File: src/rtl/aep_pkg.sv
package aep_pkg;

    localparam int POSITIONS_DEF    = 512;
    localparam int COUNTER_BITS_DEF = 32;

    localparam logic [7:0] GAP_CHAR = 8'd45;
    localparam logic [7:0] CHAR_A   = 8'd65;
    localparam logic [7:0] CHAR_C   = 8'd67;
    localparam logic [7:0] CHAR_G   = 8'd71;
    localparam logic [7:0] CHAR_T   = 8'd84;
    localparam logic [7:0] CASE_BIT = 8'd32;

    localparam logic [9:0] COLUMN_MAX = 10'd1023;

    // Register reset values
    localparam logic       ALIGNED_MODE_RST = 1'b1;
    localparam logic [9:0] POS_LIMIT_RST    = 10'd500;
    localparam logic [7:0] LOW_BOUND_RST    = 8'd10;
    localparam logic [7:0] HIGH_BOUND_RST   = 8'd30;

    localparam logic OP_COLUMN = 1'b0;
    localparam logic OP_READ   = 1'b1;

    // Quality bins
    localparam logic [1:0] BIN_LOW      = 2'd0;
    localparam logic [1:0] BIN_MIDDLE   = 2'd1;
    localparam logic [1:0] BIN_HIGH     = 2'd2;
    localparam logic [1:0] BIN_UNMAPPED = 2'd3;

    // Counter kinds as requested on the input channel
    localparam logic [3:0] KIND_MIS_A     = 4'd0;
    localparam logic [3:0] KIND_MIS_C     = 4'd1;
    localparam logic [3:0] KIND_MIS_G     = 4'd2;
    localparam logic [3:0] KIND_MIS_T     = 4'd3;
    localparam logic [3:0] KIND_MIS_OTHER = 4'd4;
    localparam logic [3:0] KIND_INS       = 4'd5;
    localparam logic [3:0] KIND_DEL       = 4'd6;
    localparam logic [3:0] KIND_TOT_MIS   = 4'd7;
    localparam logic [3:0] KIND_TOT_INS   = 4'd8;
    localparam logic [3:0] KIND_TOT_DEL   = 4'd9;

    // Slot of a total within its group
    localparam logic [1:0] TOT_MIS = 2'd0;
    localparam logic [1:0] TOT_INS = 2'd1;
    localparam logic [1:0] TOT_DEL = 2'd2;

    localparam int TOT_AW = 5;

    typedef enum logic [1:0] {
        REG_ALIGNED_MODE = 2'd0,
        REG_POS_LIMIT    = 2'd1,
        REG_LOW_BOUND    = 2'd2,
        REG_HIGH_BOUND   = 2'd3
    } reg_idx_t;

    typedef enum logic [1:0] {
        SEL_ZERO = 2'd0,
        SEL_POS  = 2'd1,
        SEL_TOT  = 2'd2
    } rd_sel_t;

    typedef struct packed {
        logic    vld;
        logic    rd;
        logic    pos_en;
        logic    tot_en;
        rd_sel_t sel;
    } req_t;

    function automatic logic [2:0] base_class(input logic [7:0] ch);
        logic [7:0] up;
        logic [2:0] res;
        up = ch & ~CASE_BIT;
        // lower case folds onto upper case only for letters
        if (ch == GAP_CHAR) begin
            res = KIND_MIS_OTHER[2:0];
        end else if (up == CHAR_A) begin
            res = KIND_MIS_A[2:0];
        end else if (up == CHAR_C) begin
            res = KIND_MIS_C[2:0];
        end else if (up == CHAR_G) begin
            res = KIND_MIS_G[2:0];
        end else if (up == CHAR_T) begin
            res = KIND_MIS_T[2:0];
        end else begin
            res = KIND_MIS_OTHER[2:0];
        end
        return res;
    endfunction

endpackage

File: src/rtl/aep_column_ctl.sv
module aep_column_ctl #(
    parameter int POSITIONS = aep_pkg::POSITIONS_DEF,
    parameter int PAW       = $clog2(POSITIONS) + 6
) (
    input  logic             aclk,
    input  logic             aresetn,
    input  logic             accept,
    input  logic             op,
    input  logic             start_of_read,
    input  logic [7:0]       read_char,
    input  logic [7:0]       ref_char,
    input  logic [7:0]       map_quality,
    input  logic             unmapped,
    input  logic             second_in_pair,
    input  logic [3:0]       counter_kind,
    input  logic [1:0]       counter_bin,
    input  logic             counter_read,
    input  logic [8:0]       counter_position,
    input  logic             aligned_mode,
    input  logic [9:0]       position_limit,
    input  logic [7:0]       low_quality_bound,
    input  logic [7:0]       high_quality_bound,
    output aep_pkg::req_t    req,
    output logic [PAW-1:0]   pos_addr,
    output logic [aep_pkg::TOT_AW-1:0] tot_addr
);

    localparam int PB = PAW - 6;

    logic [1:0] bin_reg, bin_next;
    logic       rdsel_reg, rdsel_next;
    logic [9:0] col_reg, col_next;
    logic [9:0] rpos_reg, rpos_next;
    logic       prev_rgap_reg, prev_rgap_next;
    logic       prev_ggap_reg, prev_ggap_next;

    always_comb begin
        logic [1:0] bin_eff;
        logic       rd_eff;
        logic [9:0] col_eff;
        logic [9:0] rp_eff;
        logic       active;
        logic       rgap;
        logic       ggap;
        logic       pos_ok;
        logic       cpos_ok;
        logic [2:0] grp;
        logic [2:0] kind;
        logic [1:0] tslot;
        logic       hit;

        bin_next       = bin_reg;
        rdsel_next     = rdsel_reg;
        col_next       = col_reg;
        rpos_next      = rpos_reg;
        prev_rgap_next = prev_rgap_reg;
        prev_ggap_next = prev_ggap_reg;

        req      = '0;
        req.sel  = aep_pkg::SEL_ZERO;
        pos_addr = '0;
        tot_addr = '0;

        // sample bin and read at the start of a read
        if (map_quality < low_quality_bound) begin
            bin_eff = aep_pkg::BIN_LOW;
        end else if (map_quality < high_quality_bound) begin
            bin_eff = aep_pkg::BIN_MIDDLE;
        end else begin
            bin_eff = aep_pkg::BIN_HIGH;
        end
        if (unmapped) begin
            bin_eff = aep_pkg::BIN_UNMAPPED;
        end
        rd_eff  = second_in_pair;
        col_eff = '0;
        rp_eff  = '0;
        if (!start_of_read) begin
            bin_eff = bin_reg;
            rd_eff  = rdsel_reg;
            col_eff = col_reg;
            rp_eff  = rpos_reg;
        end

        active  = col_eff < position_limit;
        rgap    = read_char == aep_pkg::GAP_CHAR;
        ggap    = ref_char == aep_pkg::GAP_CHAR;
        pos_ok  = 32'(rp_eff) < 32'(POSITIONS);
        cpos_ok = 32'(counter_position) < 32'(POSITIONS);
        grp     = {bin_eff, rd_eff};
        kind    = aep_pkg::KIND_INS[2:0];
        tslot   = aep_pkg::TOT_INS;
        hit     = 1'b0;

        if (!rgap && ggap) begin
            hit = start_of_read || !prev_ggap_reg;
        end else if (rgap && !ggap) begin
            hit   = start_of_read || !prev_rgap_reg;
            kind  = aep_pkg::KIND_DEL[2:0];
            tslot = aep_pkg::TOT_DEL;
        end else if (!rgap && !ggap) begin
            hit   = read_char != ref_char;
            kind  = aep_pkg::base_class(read_char);
            tslot = aep_pkg::TOT_MIS;
        end

        if (op == aep_pkg::OP_COLUMN) begin
            req.vld    = accept && aligned_mode;
            req.pos_en = active && hit && pos_ok;
            req.tot_en = active && hit;
            pos_addr   = {kind, grp, PB'(rp_eff)};
            tot_addr   = {grp, tslot};
            if (accept && aligned_mode) begin
                if (start_of_read) begin
                    bin_next   = bin_eff;
                    rdsel_next = rd_eff;
                end
                col_next  = col_eff;
                rpos_next = rp_eff;
                if (active) begin
                    prev_rgap_next = rgap;
                    prev_ggap_next = ggap;
                    if (col_eff != aep_pkg::COLUMN_MAX) begin
                        col_next = col_eff + 10'd1;
                    end
                    if (!rgap) begin
                        rpos_next = rp_eff + 10'd1;
                    end
                end
            end
        end else begin
            req.vld  = accept;
            req.rd   = 1'b1;
            pos_addr = {counter_kind[2:0], counter_bin, counter_read, PB'(counter_position)};
            tot_addr = {counter_bin, counter_read, aep_pkg::TOT_MIS};
            case (counter_kind) inside
                [aep_pkg::KIND_MIS_A:aep_pkg::KIND_DEL]: begin
                    if (cpos_ok) begin
                        req.sel = aep_pkg::SEL_POS;
                    end
                end
                aep_pkg::KIND_TOT_MIS: begin
                    req.sel = aep_pkg::SEL_TOT;
                end
                aep_pkg::KIND_TOT_INS: begin
                    req.sel  = aep_pkg::SEL_TOT;
                    tot_addr = {counter_bin, counter_read, aep_pkg::TOT_INS};
                end
                aep_pkg::KIND_TOT_DEL: begin
                    req.sel  = aep_pkg::SEL_TOT;
                    tot_addr = {counter_bin, counter_read, aep_pkg::TOT_DEL};
                end
                default: begin
                    req.sel = aep_pkg::SEL_ZERO;
                end
            endcase
        end
    end

    always_ff @(posedge aclk) begin
        if (!aresetn) begin
            bin_reg       <= aep_pkg::BIN_UNMAPPED;
            rdsel_reg     <= 1'b0;
            col_reg       <= '0;
            rpos_reg      <= '0;
            prev_rgap_reg <= 1'b0;
            prev_ggap_reg <= 1'b0;
        end else begin
            bin_reg       <= bin_next;
            rdsel_reg     <= rdsel_next;
            col_reg       <= col_next;
            rpos_reg      <= rpos_next;
            prev_rgap_reg <= prev_rgap_next;
            prev_ggap_reg <= prev_ggap_next;
        end
    end

endmodule

File: config.mk
export PLATFORM = sky130hd
export DESIGN_NAME = aep_column_ctl
export DESIGN_NICKNAME = d
export VERILOG_FILES = /design/src/rtl/aep_pkg.sv /design/src/rtl/aep_column_ctl.sv
export SDC_FILE = /design/constraint.sdc
export NUM_CORES = 1
export LEC_CHECK = 0
export BUFFER_PORTS_ARGS = -buffer_cell sky130_fd_sc_hd__buf_2
export CORE_UTILIZATION = 28
export DETAILED_ROUTE_END_ITERATION = 8
export PLACE_DENSITY_LB_ADDON = 0.2
export SYNTH_ARGS = -nofsm -noshare
export SYNTH_HDL_FRONTEND = slang
export SYNTH_SLANG_ARGS = --single-unit
File: constraint.sdc
create_clock -name aclk -period 3.6 [get_ports aclk]
set_input_delay 0.18 -clock aclk [delete_from_list [all_inputs] [get_ports aclk]]
set_output_delay 0.18 -clock aclk [all_outputs]
set_load 0.02 [all_outputs]
* Yosys cells after proc, flatten, opt, wreduce, memory -nomap -nowiden
Cells that the tools add are included.
** Word-level totals
- Input port bits :: 74
- Register bits :: 25
- Word-level logic and storage cells :: 81
- Output and inout bits :: 26
** Cells by class
- $lt $le $gt $ge :: 6
- Reductions and logical operators :: 16
- Bitwise gates (word level) :: 1
- Add/subtract/negate cells :: 2
- Multiplexer cells :: 39
- Equal/unequal tests :: 11
** Operators by type and width (count)
- $mux 10 :: 6
- $mux 2 :: 16
- $eq 7x6->1 const B :: 4
- $mux 3 :: 8
- $add 10x1->10 const B :: 2
- $eq 8x6->1 const B :: 2
- $lt 8x8->1 :: 2
- $mux 15 :: 1
- $lt 10x10->1 :: 1
- $lt 10x10->1 const B :: 1
- $ne 10x10->1 const B :: 1
- $eq 4x4->1 const B :: 2
- $ne 8x8->1 :: 1
- $logic_and 1x1->1 :: 7
- $mux 1 :: 7
- $reduce_and 3->1 :: 2
- $mux 5 :: 1
- $eq 4x3->1 const B :: 1
- $ge 4x1->1 const B :: 1
- $le 4x3->1 const B :: 1
- $logic_not 1->1 :: 4
- $logic_or 1x1->1 :: 2
- $reduce_and 2->1 :: 1
- $not 1->1 :: 1

* Logic depth before layout (Yosys ltp)
- Word-level depth :: 10
- Depth in mapped cells :: 11
- Mapped depth without buffers :: 9

* Worst setup path before layout
Ideal clock, no wire load.
- Path kind :: input port to output port
- From :: in start_of_read
- To :: out req[3] (netlist bit)
- Stages on the path :: 10
- Setup slack :: 0.568 ns
- Arrival :: 2.852 ns
- Cell sequence :: buf_4 > clkbuf_1 > nor2b_1 > ha_1 > nor2b_1 > a31o_1 > a311o_1 > nand2_1 > nand2_1 > a2111oi_0
** RTL lines
- from (decl) :: line aep_column_ctl.sv:9 : input logic start_of_read,
- to (decl) :: line aep_column_ctl.sv:23 : output aep_pkg::req_t req,

==> out/metrics.yaml <==
synth-seq-cells: 25
crit_end: "req[3]"
h-tree-depth: 1
grt_setup_unrepaired: "no"
crit_type: "flop to primary output"
cpMaxStageDelayCell: "a2111oi_0"
dieWidth_um: 101
cts_resized: 0
status: "finished, final reports clean"
fin_crit_sh_pct: 78.7
drtPass1Iterations: 4
arrival_ps: 2650
drtAntennaViolNets: 0
io_pins: 100
yosysTopAreaCell: "dfxtp_1"
rr_worst_depth: 9
grt_max_degree: 38
grt.total_usage_pct: 15.1
p_comb_share_pct: 31.4
overflow: 0
synth.distinct_cells: 56
drcViolationCount: 0
drv_cap: 0
startpoint_type: "flop"
clkSinkCount: 25
critPathCaptureType: "primary output"
numCtsBuffers: 3
synth.avg_cell_area_um2: 7.15
cts_setup_buffers: 0
ir_worst_vdd_mv: 0.108
io_buffers: 99
finalHoldViolations: 0
synthTopCellsByCount: "67 x nand2_1, 28 x inv_1, 28 x nand3_1"
maxSlewViolCount: 0
skew_ps: 6.46
fp-row-count: 35
synth_edf_count: 0
cts_hold_buf: 0
p_int_w: 0.000446
path_max_fanout: 5
worst_pin_slew_ps: 667
holdPathStages: 3
routed_via_density: 4.98
crit_start: "col_reg[5]"
grt_pass1_wl_um: 12400
hold_path.class: "input pin to flop"
first_iter_violations: 117
fin_crit_ps: 2830
wl_um: 7620
final.setup.tns_ps: 0
wl_per_cell_um: 12.9
antenna_found_initial: 0
die_h_um: 101
fin_hold_ws_ps: 178
r2r_slack_ps: 1130
syn_nets: 478
first_global_vias: 2712
vias: 2953
clockPowerShare_pct: 26.1
slowest_delay_ps: 470
async_reset_ff_share_pct: 0
clk_latency_ps: 270
place_area_mm2: 0.00329
seqPwrFrac_pct: 42.5
p_sw_w: 0.000223
antenna_cells: 0
required_ps: 3420
setup_viol: 0
gp_congestion: 0.801
clkTransAtPathRegs_ps: 100
syn_inst: 381
yosys_warnings: 0
syn-cell-area_mm2: 0.00272
slew_headroom_pct: 55.6
drive_above_1_share_pct: 26.1
p_sw_share_pct: 33.3
design_area_mm2: 0.00333
rr_endpoint: "col_reg[1]"
worstReg2RegStart: "col_reg[7]"
cts_tree: "built"
core_area_mm2: 0.00933
fmax_ghz: 0.353
dp_hpwl_um: 5820
leakage_nw: 1.62
synth_area_leaders: "dfxtp_1 18%, ha_1 11%, nand2_1 9.2%"
synth.most_common_cell: "nand2_1"
yosysTopAreaCellShare_pct: 18.4
root_buffer: "clkbuf_8"
path_cells: "nor2b_1 > ha_1 > nor2b_1 > a31o_1 > a311o_1 > nand2_1 > nand2_1 > a2111oi_0 > buf_2"
powerDensity_mw_per_mm2: 201
syn_to_final_growth_pct: 22.3
die_area_mm2: 0.0101
initial_core_util_pct: 29.2
clock_path_buffers: 2
fin_nets: 562
synth_flop_cell: "dfxtp_1"
yosysSeqAreaShare_pct: 18.4
## stage by stage
step | utilization, % | power [W] | instances | setup slack (ps)
after floorplan | - | 0.000418 | 381 | 568
after detailed placement | 35.2 | 0.000503 | 589 | 917
after CTS | 35.7 | 0.000681 | 593 | 749
after global routing | 35.7 | 0.000713 | 593 | 565
after global placement | 35.2 | 0.000500 | 589 | 1050
final | 35.7 | 0.000670 | 593 | 767
## logic make-up (layout without fill, tap and decap cells)
logic type / count (synthesis) / in the layout / synth area share [%]
flip-flops: 25 / 25 / 18.4
XOR/XNOR: 10 / 10 / 3.22
AO/OA/AOI/OAI: 74 / 74 / 18.0
buffers and inverters: 54 / 137 / 8.73
AND/OR/NAND/NOR: 177 / 177 / 34.3
adder cells (fa/ha/maj): 24 / 24 / 11.0
multiplexers: 17 / 17 / 6.43
## power by group through the flow
stage | clock network [W] | registers (W) | logic, W
floorplan | 0 | 0.000290 | 0.000128
global placement | 0 | 0.000291 | 0.000209
detailed placement | 0 | 0.000291 | 0.000212
CTS | 0.000184 | 0.000285 | 0.000213
global route | 0.000192 | 0.000285 | 0.000236
finish | 0.000175 | 0.000285 | 0.000210
## layout by cell type (no fill, tap or decap), drive strengths merged, types with 4 or more instances in the layout
| cell type | n |
|---|---|
| o21ai | 19 |
| nor2 | 5 |
| and3 | 9 |
| mux2i | 13 |
| nand3 | 28 |
| a21o | 4 |
| nand4 | 14 |
| inv | 30 |
| a21oi | 19 |
| dfxtp | 25 |
| mux2 | 4 |
| ha | 23 |
| nand2 | 67 |
| a211oi | 5 |
| nor2b | 15 |
| buf | 103 |
| nand2b | 8 |
| nor3 | 12 |
| xor2 | 8 |
## routing by layer
metal | vias up | global-route usage (%) | wire length [um]
met5 | - | 0 | 0
met4 | 0 | 3.90 | 56
met3 | 4 | 1.66 | 368
met2 | 78 | 26.4 | 3490
met1 | 1349 | 19.7 | 3710
li1 | 1522 | - | -
## worst max-delay path: cells and delay by family (launching register included)
| family | cells | cell delay, ps |
|---|---|---|
| buffers and inverters | 1 | 260 |
| and+or+nand+nor | 4 | 470 |
| adders and majority gates | 1 | 240 |
| DFF | 1 | 430 |
| AOI/OAI and AO/OA | 3 | 990 |
## layout make-up
type,instances,area [um2]
flip-flops and latches,25,500
clock buffers,3,41.3
fillers,1005,6000
inverters,30,113
clock inverters,1,5.00
repair buffers,103,526
well taps,129,161
multi-input cells,302,1990
## how the worst min path moves through the flow
| stage | end | from |
|---|---|---|
| floorplan | rdsel_reg | second_in_pair |
| global placement | prev_rgap_reg | prev_rgap_reg |
| detailed placement | rdsel_reg | rdsel_reg |
| CTS | rdsel_reg | second_in_pair |
| global route | rdsel_reg | second_in_pair |
| finish | rdsel_reg | second_in_pair |
(Power assumes the default switching activity.)
