$ cat src/rtl/aep_out_fifo.sv
module aep_out_fifo (
    input  logic        aclk,
    input  logic        aresetn,
    input  logic        push,
    input  logic [31:0] push_data,
    input  logic        m_ready,
    output logic        m_valid,
    output logic [31:0] m_count_value,
    output logic [1:0]  level
);

    logic [1:0]  cnt_reg, cnt_next;
    logic [31:0] d0_reg, d0_next;
    logic [31:0] d1_reg, d1_next;
    logic        pop;

    assign pop = (cnt_reg != 2'd0) && m_ready;

    always_comb begin
        logic [1:0] slot;
        d0_next = d0_reg;
        d1_next = d1_reg;
        slot    = cnt_reg - {1'b0, pop};
        if (pop) begin
            d0_next = d1_reg;
        end
        if (push) begin
            if (slot == 2'd0) begin
                d0_next = push_data;
            end else begin
                d1_next = push_data;
            end
        end
        cnt_next = cnt_reg + {1'b0, push} - {1'b0, pop};
    end

    always_ff @(posedge aclk) begin
        d0_reg <= d0_next;
        d1_reg <= d1_next;
    end

    always_ff @(posedge aclk) begin
        if (!aresetn) begin
            cnt_reg <= '0;
        end else begin
            cnt_reg <= cnt_next;
        end
    end

    assign m_valid       = cnt_reg != 2'd0;
    assign m_count_value = d0_reg;
    assign level         = cnt_reg;

endmodule

$ cat config.mk
export PLATFORM = sky130hd
export DESIGN_NAME = aep_out_fifo
export DESIGN_NICKNAME = d
export VERILOG_FILES = /design/src/rtl/aep_out_fifo.sv
export SDC_FILE = /design/constraint.sdc
export NUM_CORES = 1
export LEC_CHECK = 0
export BUFFER_PORTS_ARGS = -buffer_cell sky130_fd_sc_hd__buf_2
export CAP_MARGIN = 20
export CORE_MARGIN = 5
export CORE_UTILIZATION = 46
export DETAILED_ROUTE_END_ITERATION = 10
export PLACE_DENSITY = 0.74
export SLEW_MARGIN = 25
export SYNTH_ARGS = -nofsm -noshare
export SYNTH_HDL_FRONTEND = slang
export SYNTH_SLANG_ARGS = --single-unit
export TNS_END_PERCENT = 20
$ cat constraint.sdc
create_clock -name aclk -period 3.4 [get_ports aclk]
set_input_delay 0.68 -clock aclk [delete_from_list [all_inputs] [get_ports aclk]]
set_output_delay 0.68 -clock aclk [all_outputs]
set_load 0.03 [all_outputs]
After elaboration in Yosys (flattened, before gate mapping)
Cells that the tools add are included.
{ "word_totals": {"reg_bits": 66} }
{ "op_classes": {"add_sub_neg": 3, "muxes": 3, "bitwise": 1, "n_reduce_logical": 4} }
{ "op_table": {"columns": ["operator", "n"], "rows": [
  ["$mux 32", 3],
  ["$sub 2x1->2", 2],
  ["$add 2x1->2", 1],
  ["$logic_not 2->1", 1],
  ["$reduce_and 2->1", 1],
  ["$reduce_bool 2->1", 1],
  ["$logic_and 1x1->1", 1],
  ["$not 1->1", 1]
]} }

Depth between registers and ports, before layout
Gate-level depths: netlist (run 1).
{ "depth": {"ltp_word": 6, "mapped_depth": 6} }

Worst setup path after synthesis (run 1)
No wires, ideal clock.
{ "synth_path": {"kind": "input to register", "startpoint": "in m_ready", "endpoint": "reg d1_reg[0], enable pin", "setup_ns": 0.471, "t_arrival_ns": 3.236, "required_time_ns": 2.929, "path_slack_ns": -0.307, "cell_stages": 2, "n_path_buf": 0, "cell_sequence": "nand2b_1 a21boi_0"} }
{ "synth_between": {"elab_chain_cells": 5} }
{ "synth_lines": {"columns": ["item", "line", "rtl"], "rows": [
  ["start: declaration", "6", "input logic m_ready,"],
  ["$logic_and 1x1->1", "17", "assign pop = (cnt_reg != 2'd0) && m_ready;"],
  ["$sub 2x1->2", "23", "slot = cnt_reg - {1'b0, pop};"],
  ["$logic_not 2->1", "28", "if (slot == 2'd0) begin"],
  ["$not 1->1 (no line)", null, null],
  ["$reduce_and 2->1 (no line)", null, null],
  ["end signal: assignment", "39", "d1_reg <= d1_next;"],
  ["end: declaration", "14", "logic [31:0] d1_reg, d1_next;"]
]} }
No other way between the ends.
A chain may end at the register's enable or synchronous reset.

Worst setup path after layout (run 1)
{ "layout_path": {"startpoint": "reg cnt_reg[0] (netlist: level[0])", "endpoint": "reg d0_reg[22] (netlist: m_count_value[22])"} }
{ "layout_between": {"elab_chain_cells": 6, "elab_cells_between_ends": 7, "classes_between": "add/sub: 1; mux: 3; reduce/logical: 3"} }
{ "layout_lines": {"columns": ["item", "line", "rtl"], "rows": [
  ["start: declaration", "12", "logic [1:0] cnt_reg, cnt_next;"],
  ["start signal: assignment", "46", "cnt_reg <= cnt_next;"],
  ["$reduce_bool 2->1", "17", null],
  ["$logic_and 1x1->1", "17", null],
  ["$sub 2x1->2", "23", null],
  ["$logic_not 2->1", "28", null],
  ["$mux 32", "28", null],
  ["$mux 32 (*)", "27", "if (push) begin"],
  ["named net d0_next[22]", "13", "logic [31:0] d0_reg, d0_next;"],
  ["end signal: assignment", "38", "d0_reg <= d0_next;"],
  ["end: declaration", "13", null]
]} }
The timed path passes the listed nets; every way through them passes the cells marked *.

==> results of run 1 <==
-- power by group through the flow --
stage / Sequential (mW) / Clock [mW] / Combinational [mW]
after floorplan: 1.12 / 0 / 0.220
after global placement: 0.980 / 0 / 0.488
after detailed placement: 0.983 / 0 / 0.493
after CTS: 0.966 / 0.676 / 0.497
after global routing: 0.974 / 0.717 / 0.518
final: 0.964 / 0.652 / 0.490
-- cells by family (layout without fill, tap and decap cells) --
kind of cell             Yosys count  in the layout  synth area share (%)
AO/OA/AOI/OAI                      4              4                 1.101
adder cells (fa/ha/maj)            1              1                0.4786
buffers and inverters              7             89                 2.010
flip-flops                        66             66                 62.81
multiplexers                      64             64                 31.88
AND/OR/NAND/NOR                    8              8                 1.724
-- stage by stage --
step | utilization, % | cell area, um2
after floorplan | - | 2614
after global placement | 55.42 | 3052
after detailed placement | 55.42 | 3052
after CTS | 59.12 | 3256
after global routing | 59.12 | 3256
final | 59.12 | 3256
-- worst max path at each step --
stage	start	slack, ns	endpoint
floorplan	m_ready	0.54	d1_reg[0]
global placement	m_ready	0.99	m_count_value[25]
detailed placement	m_ready	0.99	m_count_value[22]
CTS	level[0]	1.18	m_count_value[22]
global route	level[0]	1.08	m_count_value[12]
finish	level[0]	1.20	m_count_value[22]
-- metal layers --
layer,vias up,GRT usage (%)
met4,0,6.043
li1,714,-
met5,-,0
met1,689,15.38
met2,48,20.69
met3,8,6.893
-- critical path, cell delays in order (launching register included) --
cell	delay, ns
dfxtp_1	0.36
o21ai_4	0.70
buf_4	0.42
mux2_4	0.33
mux2_2	0.26
-- layout by cell type (no fill, tap or decap) --
cell,n
buf_2,70
mux2_2,34
dfxtp_1,34
edfxtp_1,32
mux2_4,30
clkbuf_8,12
buf_4,3
nand2_1,2
o21ai_4,1
inv_1,1
nand2b_1,1
nand3_2,1
and2b_1,1
or2_2,1
a21boi_4,1
and2_1,1
o21ai_0,1
or3_1,1
a21boi_0,1
ha_1,1
clkbuf_1,1
clkinv_2,1
bufinv_16,1
-- cell type report --
type                       count  area share, %
inverter                       1         0.1153
timing repair buffer          73          11.45
tap                           72          2.767
clock buffer                  13          5.188
sequential                    66          50.42
clock inverter                 2          1.076
multi-input combinational     77          28.98
==> metrics.txt, run 1 <==
status=finished clean; crit-path max FO=19; r2r setup slk=1.20 ns; setup violators final=0; hold_ws=0.5298 ns; RSZ-0062 raised after global routing=false; clock share of power=between 30% and 40%; die area=~0.0073 mm2; PwrDens=around 650 mW/mm2; critical path endpoint category=flip-flop; TritonRoute pass-1 iters=4; Reg area=0.001642 mm2; Seq/Total Area, Yosys=62.81%; width of the chip=about 85 um; Post-synth top flop=dfxtp_1; hold path endpoint=d1_reg[21]; period utilisation layout=roughly 65%; hold path depth=1; CP Launch Type=flip-flop; met1 wire length=1.854 mm; clk_lat worst skew=0.33 ns; post-cts repair resize count=0; largest net degree at the start of global routing=33; Mapped Avg Cell Area=between 15 and 20 um2; worst hold start=push_data[21]; Hold Crit Class=input pin to flip-flop; Hold Fails Final Rpt=0; Yosys top cell area share=36.76%; layout cells sized above 1=between 60 and 70%; Slew Viols, Final=0; Initial Utilization=between 40% and 50%; Area contributors post-synth=edfxtp_1 (37%), dfxtp_1 (26%), mux2_4 (17%); routed len/inst=approximately 15 um; layout filler cell count=approximately 450; vias in the first global route=around 1.4k; Area Growth Syn to Fin=24.56%; Vias/cell=between 4 and 5; yosys warns=0; final worst-path setup slack=between 1 and 1.5 ns; Power, Total=~2.1 mW; Post-synth EDFFs=32; clock root cell=clkbuf_8; worst rel slew slack=a little over two fifths; synth unique cells=18; Detail Placement HPWL=3.138 mm; max-cap violation count=0; aggregate global-route resource usage=13.36%; dpl cells=between 200 and 300; fmax=~0.45 GHz; Req. time, crit path=~3.6 ns; Worst R2R Path Depth=4; synth cell count leaders=dfxtp_1 (34), mux2_2 (34), edfxtp_1 (32); initial antenna violation count=0; cts hold-fix bufs=0; Mapped Cells=150; Internal=around 1.5 mW; NetSw=between 0.5 and 0.6 mW; CTS tree=done; Fin Setup TNS=0 ns; multi-input logic area=943.4 um2; top sig layer=met4; Critical R2R Launch=level[0]; metal3 WL=377 um; Reg2Reg Capture Point=m_count_value[22]; routed wire length=between 4 and 5 mm; syn nets=187; Crit Path Category=flip-flop to flip-flop; asr flop ratio synth=0%; pre-CTS setup slack=~0.99 ns; fin cells=~300; n_diodes=0; Worst Clk Skew=~0.0049 ns; CTS Buf Count=9; Sink Count=between 60 and 70; # IOs=about 70; Arr. time, crit path=about 2.4 ns; DR DRC count=0; Core Rows=27; I/O Buffers=70; cell taking the most area after synthesis=edfxtp_1; Tightest Pin Transition=roughly 0.86 ns; post-route ant nets=0; Die Span Y=around 85 um; Layout Nets=between 200 and 300; Iter 0 DRT Violations=45; global-route wire length before repair=approximately 7.3 mm; minimum clock period=2.202 ns; vias after detailed routing=1459; switch share=26.51%; synthesized area=~0.0026 mm2; Comb pwr share=between 20% and 30%; Max VDD drop=412.2 uV; Reg power frac=approximately 46%; Clock Path Buffers=2; Met2 Routed Length=roughly 2.3 mm; setup bufs post-CTS=0; flops & latches, synth=66; P_leak=~1.4 nW; Clock transition at path regs=~0.07 ns; htree depth=3; grt total ovfl=0; Placer Congestion=0.6769; CORE AREA=0.005507 mm2
Power figures use the tool's default switching activity.
==> run 2, diff against run 1 <==
- ABC_AREA: unset -> 1
- CORE_UTILIZATION: 46 -> 52
- PLACE_DENSITY: 0.74 -> 0.79
- clock period: 3.4 -> 2.1 ns (I/O delays scaled with it)
==> run 2 against run 1 <==
Compared with the run above:
- die area fell by 5.6%
- sequential cell count is the same
- core utilization is 6.9 points higher
- global-route usage up 5.0 points
- cell count is 55% higher
- setup slack worse by 0.83 ns
- combinational power grew 51%
- power increased by 62%
- first-iteration DRC count grew to 3.1 times the previous value
- non-clock buffer count grew 3
==> metrics.txt, run 2 <==
status=finished clean; PwrDens=1007 mW/mm2 (+56%); Post-synth top flop=dfxtp_1; CP Launch Type=flip-flop; flops & latches, synth=66 (unchanged); Hold Crit Class=input pin to flip-flop; Initial Utilization=53.85% (+6.4 points); Placer Congestion=0.7466 (+10%); Seq/Total Area, Yosys=59.31% (-3.5 points); Worst Clk Skew=0.01022 ns (+0.005339 ns); Worst R2R Path Depth=3 (-1); DR DRC count=0 (unchanged); cell depth of the worst setup path=3 (-1); Critical R2R Launch=level[0]; initial antenna violation count=0 (unchanged); synth unique cells=16 (-2); post-route ant nets=0 (unchanged); hold_ws=0.2704 ns (-0.2594 ns); Max VDD drop=752.7 uV (+83%); yosys warns=0 (unchanged); Area Growth Syn to Fin=22.65%; Detail Placement HPWL=3.969 mm (+26%); max-cap violation count=0 (unchanged); I/O Buffers=70 (unchanged); Simple-Gate Fraction of Synth Area=26.67% (+25 points); crit-path max FO=12 (-7); routed wire length=6.011 mm (+31%); critical path endpoint category=output pin; Vias/cell=4.724 (-1.6%); Area contributors post-synth=edfxtp_1 (35%), dfxtp_1 (25%), nand2_1 (14%); Layout Nets=433 (+63%); CTS tree=done; r2r setup slk=0.60 ns (-0.60 ns); period utilisation layout=between 80% and 90%; cell taking the most area after synthesis=edfxtp_1; Clock transition at path regs=0.07 ns (about the same); Sink Count=66 (unchanged); synthesized area=0.002768 mm2 (+5.9%); Mapped Avg Cell Area=8.516 um2 (-51%); Req. time, crit path=1.68 ns (-1.94 ns); routed len/inst=12.76 um (-15%); mux contribution to synthesized area=0% (-32 points); CP Launch Point=level[1]; largest net degree at the start of global routing=36 (+9.1%); Post-synth EDFFs=32 (unchanged); setup bufs post-CTS=0 (unchanged); critical path's slowest cell=dfxtp_1; Top delay family on crit path=flip-flops; xor-xnor portion of the synthesized cell area=0% (unchanged); most frequent cells in the layout=nand2_1 (100), buf_2 (70), inv_1 (65), nand3_1 (65), dfxtp_1 (34); Reg2Reg Capture Point=d1_reg[1]; post-cts repair resize count=0 (unchanged); Core Rows=26 (-3.7%); Mapped Cells=325 (+120%); syn nets=362 (+94%); Synth Area in Adders=0.4521% (-0.027 points); critical path endpoint=m_valid; width of the chip=82.96 um (-2.8%); htree depth=3 (unchanged); asr flop ratio synth=0% (unchanged); global-route wire length before repair=10.19 mm (+40%); Crit Path Category=flip-flop to output pin; synth cell count leaders=nand2_1 (100), inv_1 (65), nand3_1 (65); Arr. time, crit path=1.31 ns (-1.11 ns); Hold Fails Final Rpt=0 (unchanged); Clock Path Buffers=2 (unchanged); commonest non-fill, non-tap cell in the layout=nand2_1; CTS Buf Count=9 (unchanged); Iter 0 DRT Violations=140 (+210%); layout cells sized above 1=24.94% (-42 points); CORE AREA=0.005140 mm2 (-6.7%); crit-path max cell delay=0.40 ns (-0.30 ns); cts hold-fix bufs=0 (unchanged); minimum clock period=roughly 1.7 ns; Yosys top cell area share=34.72% (-2.0 points); clk_lat worst skew=0.34 ns (about the same); # IOs=71 (unchanged); setup violators final=0 (unchanged); CP Cell Sequence=inv_2, nand2_2, buf_2; post-synthesis compound-gate area fraction=0.7685% (-0.33 points); fmax=0.5772 GHz; worst rel slew slack=61.56% (+19 points); aggregate global-route resource usage=18.38% (+5.0 points); die area=0.006882 mm2 (-5.6%); Die Span Y=82.96 um (-2.8%); n_diodes=0 (unchanged); Tightest Pin Transition=0.5757 ns (-0.2801 ns); clock root cell=clkbuf_8; vias in the first global route=2243 (+58%); Slew Viols, Final=0 (unchanged); RSZ-0062 raised after global routing=false; grt total ovfl=0 (unchanged); layout filler cell count=464 (+2.9%); vias after detailed routing=2225 (+53%); largest family of logic cells by synthesized area=simple AND/OR/NAND/NOR gates; TritonRoute pass-1 iters=4 (unchanged); P_leak=1.816 nW (+26%); Fin Setup TNS=0 ns (unchanged); count leader, synth=nand2_1; CP bufs+invs=2 (+1); hold path depth=1 (unchanged)
==> run 2: logic make-up (layout without fill, tap and decap cells) <==
| family | after synthesis | in the layout |
|---|---|---|
| flops | 66 | 66 |
| fa+ha+maj | 1 | 1 |
| buf+inv | 85 | 161 |
| compound gates | 3 | 3 |
| simple gates | 170 | 170 |
==> run 2: layout make-up <==
cell class	count	area (um2)	area share, %
multi-input cells	174	783.3	23.07
well taps	70	87.58	2.580
clock inverters	3	46.29	1.364
inverters	69	259.0	7.630
repair buffers	76	407.9	12.02
clock buffers	13	168.9	4.976
flip-flops and latches	66	1642	48.36
==> run 2: worst min-delay path by stage <==
stage | endpoint | slack, ns | from
after global routing | d1_reg[13] | 0.25 | push_data[13]
after floorplan | level[0] | 0.52 | aresetn
after detailed placement | m_count_value[18] | 0.52 | m_count_value[18]
final | d1_reg[18] | 0.27 | push_data[18]
after global placement | m_count_value[21] | 0.52 | m_count_value[21]
after CTS | d1_reg[27] | 0.25 | push_data[27]
==> run 2: through the flow <==
| stage | power [mW] | setup WS, ns | utilization (%) | cells | area [um2] |
|---|---|---|---|---|---|
| floorplan | 2.099 | 0.3404 | - | 325 | 2779 |
| global placement | 2.304 | 0.5055 | 61.85 | 455 | 3179 |
| detailed placement | 2.320 | 0.4805 | 61.85 | 455 | 3179 |
| CTS | 3.448 | 0.3469 | 66.04 | 471 | 3395 |
| global route | 3.601 | 0.2619 | 66.04 | 471 | 3395 |
| finish | 3.419 | 0.3676 | 66.04 | 471 | 3395 |
==> run 2: routing by layer <==
| layer | GRT usage, % | share of wire, % |
|---|---|---|
| met1 | 20.82 | 40 |
| met2 | 32.36 | 52 |
| met3 | 6.931 | 7.5 |
| met4 | 4.903 | 0.93 |
| met5 | 0 | 0 |
==> run 2: where the power goes <==
part | internal, mW | total [mW] | leakage, nW | switching [mW]
registers | 1.49 | 1.55 | 0.578 | 0.0612
clock network | 0.648 | 1.13 | 0.106 | 0.482
logic | 0.222 | 0.738 | 1.13 | 0.515
==> run 3, diff against run 2 <==
- ABC_AREA: 1 -> 0
- CORE_UTILIZATION: 52 -> 46
- PLACE_DENSITY: 0.79 -> 0.74
- clock period: 2.1 -> 1.43 ns (I/O delays scaled with it)
==> run 3 against run 2 <==
Compared with the run above:
- the flow now finishes with violations (negative setup slack)
- sequential share of layout area down 1.7 points
- worst hold slack worse by 0.12 ns
- cell count down 32%
- clock-buffer cell count up 1
- setup slack worse by 0.44 ns
- first-iteration DRC count down 68%
- register-to-register slack worse by 0.67 ns
- wire length down 17%
- critical path type is now flip-flop to flip-flop
- critical endpoint is now m_count_value[15]
- largest power group unchanged
- highest routed layer unchanged
==> metrics.txt, run 3 (synthesized netlist as in run 1, its figures left out) <==
CP Launch Type=flip-flop; CORE AREA=0.005507 mm2 (+7.1%); post-route ant nets=0 (unchanged); Clock Path Buffers=2 (unchanged); CTS Buf Count=9 (unchanged); setup violators final=33 (+33); worst rel slew slack=85.24% (+24 points); layout cells sized above 1=70.33% (+45 points); grt total ovfl=0 (unchanged); routed len/inst=15.64 um (+23%); routed wire length=4.974 mm (-17%); Arr. time, crit path=1.71 ns (+0.40 ns); Worst R2R Path Depth=5 (+2); Vias/cell=4.833 (+2.3%); pre-CTS setup slack=-0.04999 ns (-0.5305 ns); width of the chip=85.38 um (+2.9%); vias after detailed routing=1537 (-31%); layout filler cell count=412 (-11%); Worst Clk Skew=0.004409 ns (-0.005815 ns); Iter 0 DRT Violations=45 (-68%); final instance area=0.003535 mm2 (+4.1%); I/O Buffers=70 (unchanged); hold path depth=1 (unchanged); max-cap violation count=0 (unchanged); Crit Path Category=flip-flop to flip-flop; status=complete, but fails checks; fin cells=318 (-32%); minimum clock period=~1.5 ns; PwrDens=1420 mW/mm2 (+41%); Slew Viols, Final=0 (unchanged); Max VDD drop=647.8 uV (-14%); Layout Nets=278 (-36%); Util after Layout=64.19% (-1.9 points); initial antenna violation count=0 (unchanged); clk_lat worst skew=0.33 ns (about the same); Clock transition at path regs=0.06 ns (about the same); Sink Count=66 (unchanged); crit-path max FO=7 (-5); Placer Congestion=0.7071 (-5.3%); n_diodes=0 (unchanged); htree depth=3 (unchanged); RSZ-0062 raised after global routing=true; failing checks=negative setup slack; critical path endpoint category=flip-flop; Area Growth Syn to Fin=35.23%; clock root cell=clkbuf_8; Post-DP Area=0.003209 mm2 (+0.94%); P_leak=1.615 nW (-11%); Hold Fails Final Rpt=0 (unchanged); CTS tree=done; Initial Utilization=47.47% (-6.4 points); commonest non-fill, non-tap cell in the layout=buf_2; period utilisation layout=104.8%; cts hold-fix bufs=0 (unchanged); Hold Crit Class=input pin to flip-flop; Die Span Y=85.38 um (+2.9%); fmax=0.6674 GHz; # IOs=71 (unchanged); Power, Total=5.018 mW (+47%); Core Rows=27 (+3.8%); global-route wire length before repair=7.803 mm (-23%); vias in the first global route=1629 (-27%); DR DRC count=0 (unchanged); Fin Setup TNS=-1.764 ns (-1.764 ns); aggregate global-route resource usage=13.97% (-4.4 points); hold_ws=0.1469 ns (-0.1235 ns); dpl cells=298 (-35%); Req. time, crit path=1.65 ns (-0.03 ns); die area=0.007290 mm2 (+5.9%); largest net degree at the start of global routing=17 (-53%); final worst-path setup slack=-0.06834 ns (-0.4359 ns); most frequent cells in the layout=buf_2 (69), mux2_4 (44), edfxtp_1 (32), dfxtp_1 (32), mux2_2 (20); Tightest Pin Transition=0.2208 ns (-0.3549 ns); Detail Placement HPWL=3.399 mm (-14%); TritonRoute pass-1 iters=4 (unchanged)
run 3: path summary, 6_finish.rpt:
check,startpoint,to,slack (ns)
min reg2reg,d1_reg[5],m_count_value[5],0.60
min,push_data[9],d1_reg[9],0.15
max,level[0],m_count_value[15],-0.07
max reg2reg,level[0],m_count_value[15],-0.07
run 3: what timing repair did:
action / CTS / global route
pin swaps: 1 / 4
setup buffers: 2 / 0
gates resized for setup: 5 / 18
gates cloned: 1 / 1
endpoints found under the setup margin: 32 / 34
run 3: power breakdown:
part	total [mW]	switching [mW]	internal, mW
Sequential	2.29	0.0961	2.19
Combinational	1.33	0.655	0.678
Clock	1.39	0.627	0.767
run 3: worst max-delay path, stage by stage (launching register included):
cell       delay [ns]
dfxtp_4          0.36
o21ai_4          0.17
buf_6            0.15
clkbuf_16        0.16
mux2_4           0.29
mux2_2           0.25
run 3: area by class of cell:
type | count | area, um2 | share of cell area, %
clock buffer | 14 | 172.7 | 4.885
clock inverter | 2 | 10.01 | 0.2832
multi-input combinational | 77 | 1008 | 28.53
sequential | 66 | 1649 | 46.65
tap | 72 | 90.09 | 2.549
inverter | 1 | 3.754 | 0.1062
timing repair buffer | 86 | 600.6 | 16.99
run 3: layer usage:
layer  global-route usage (%)  vias to the layer above  wire length [um]
met1                    17.44                      735              2264
met2                    21.61                       46              2332
met5                        0                        -                 0
met4                    7.338                        0                85
met3                    4.369                        9               292
li1                         -                      747                 -
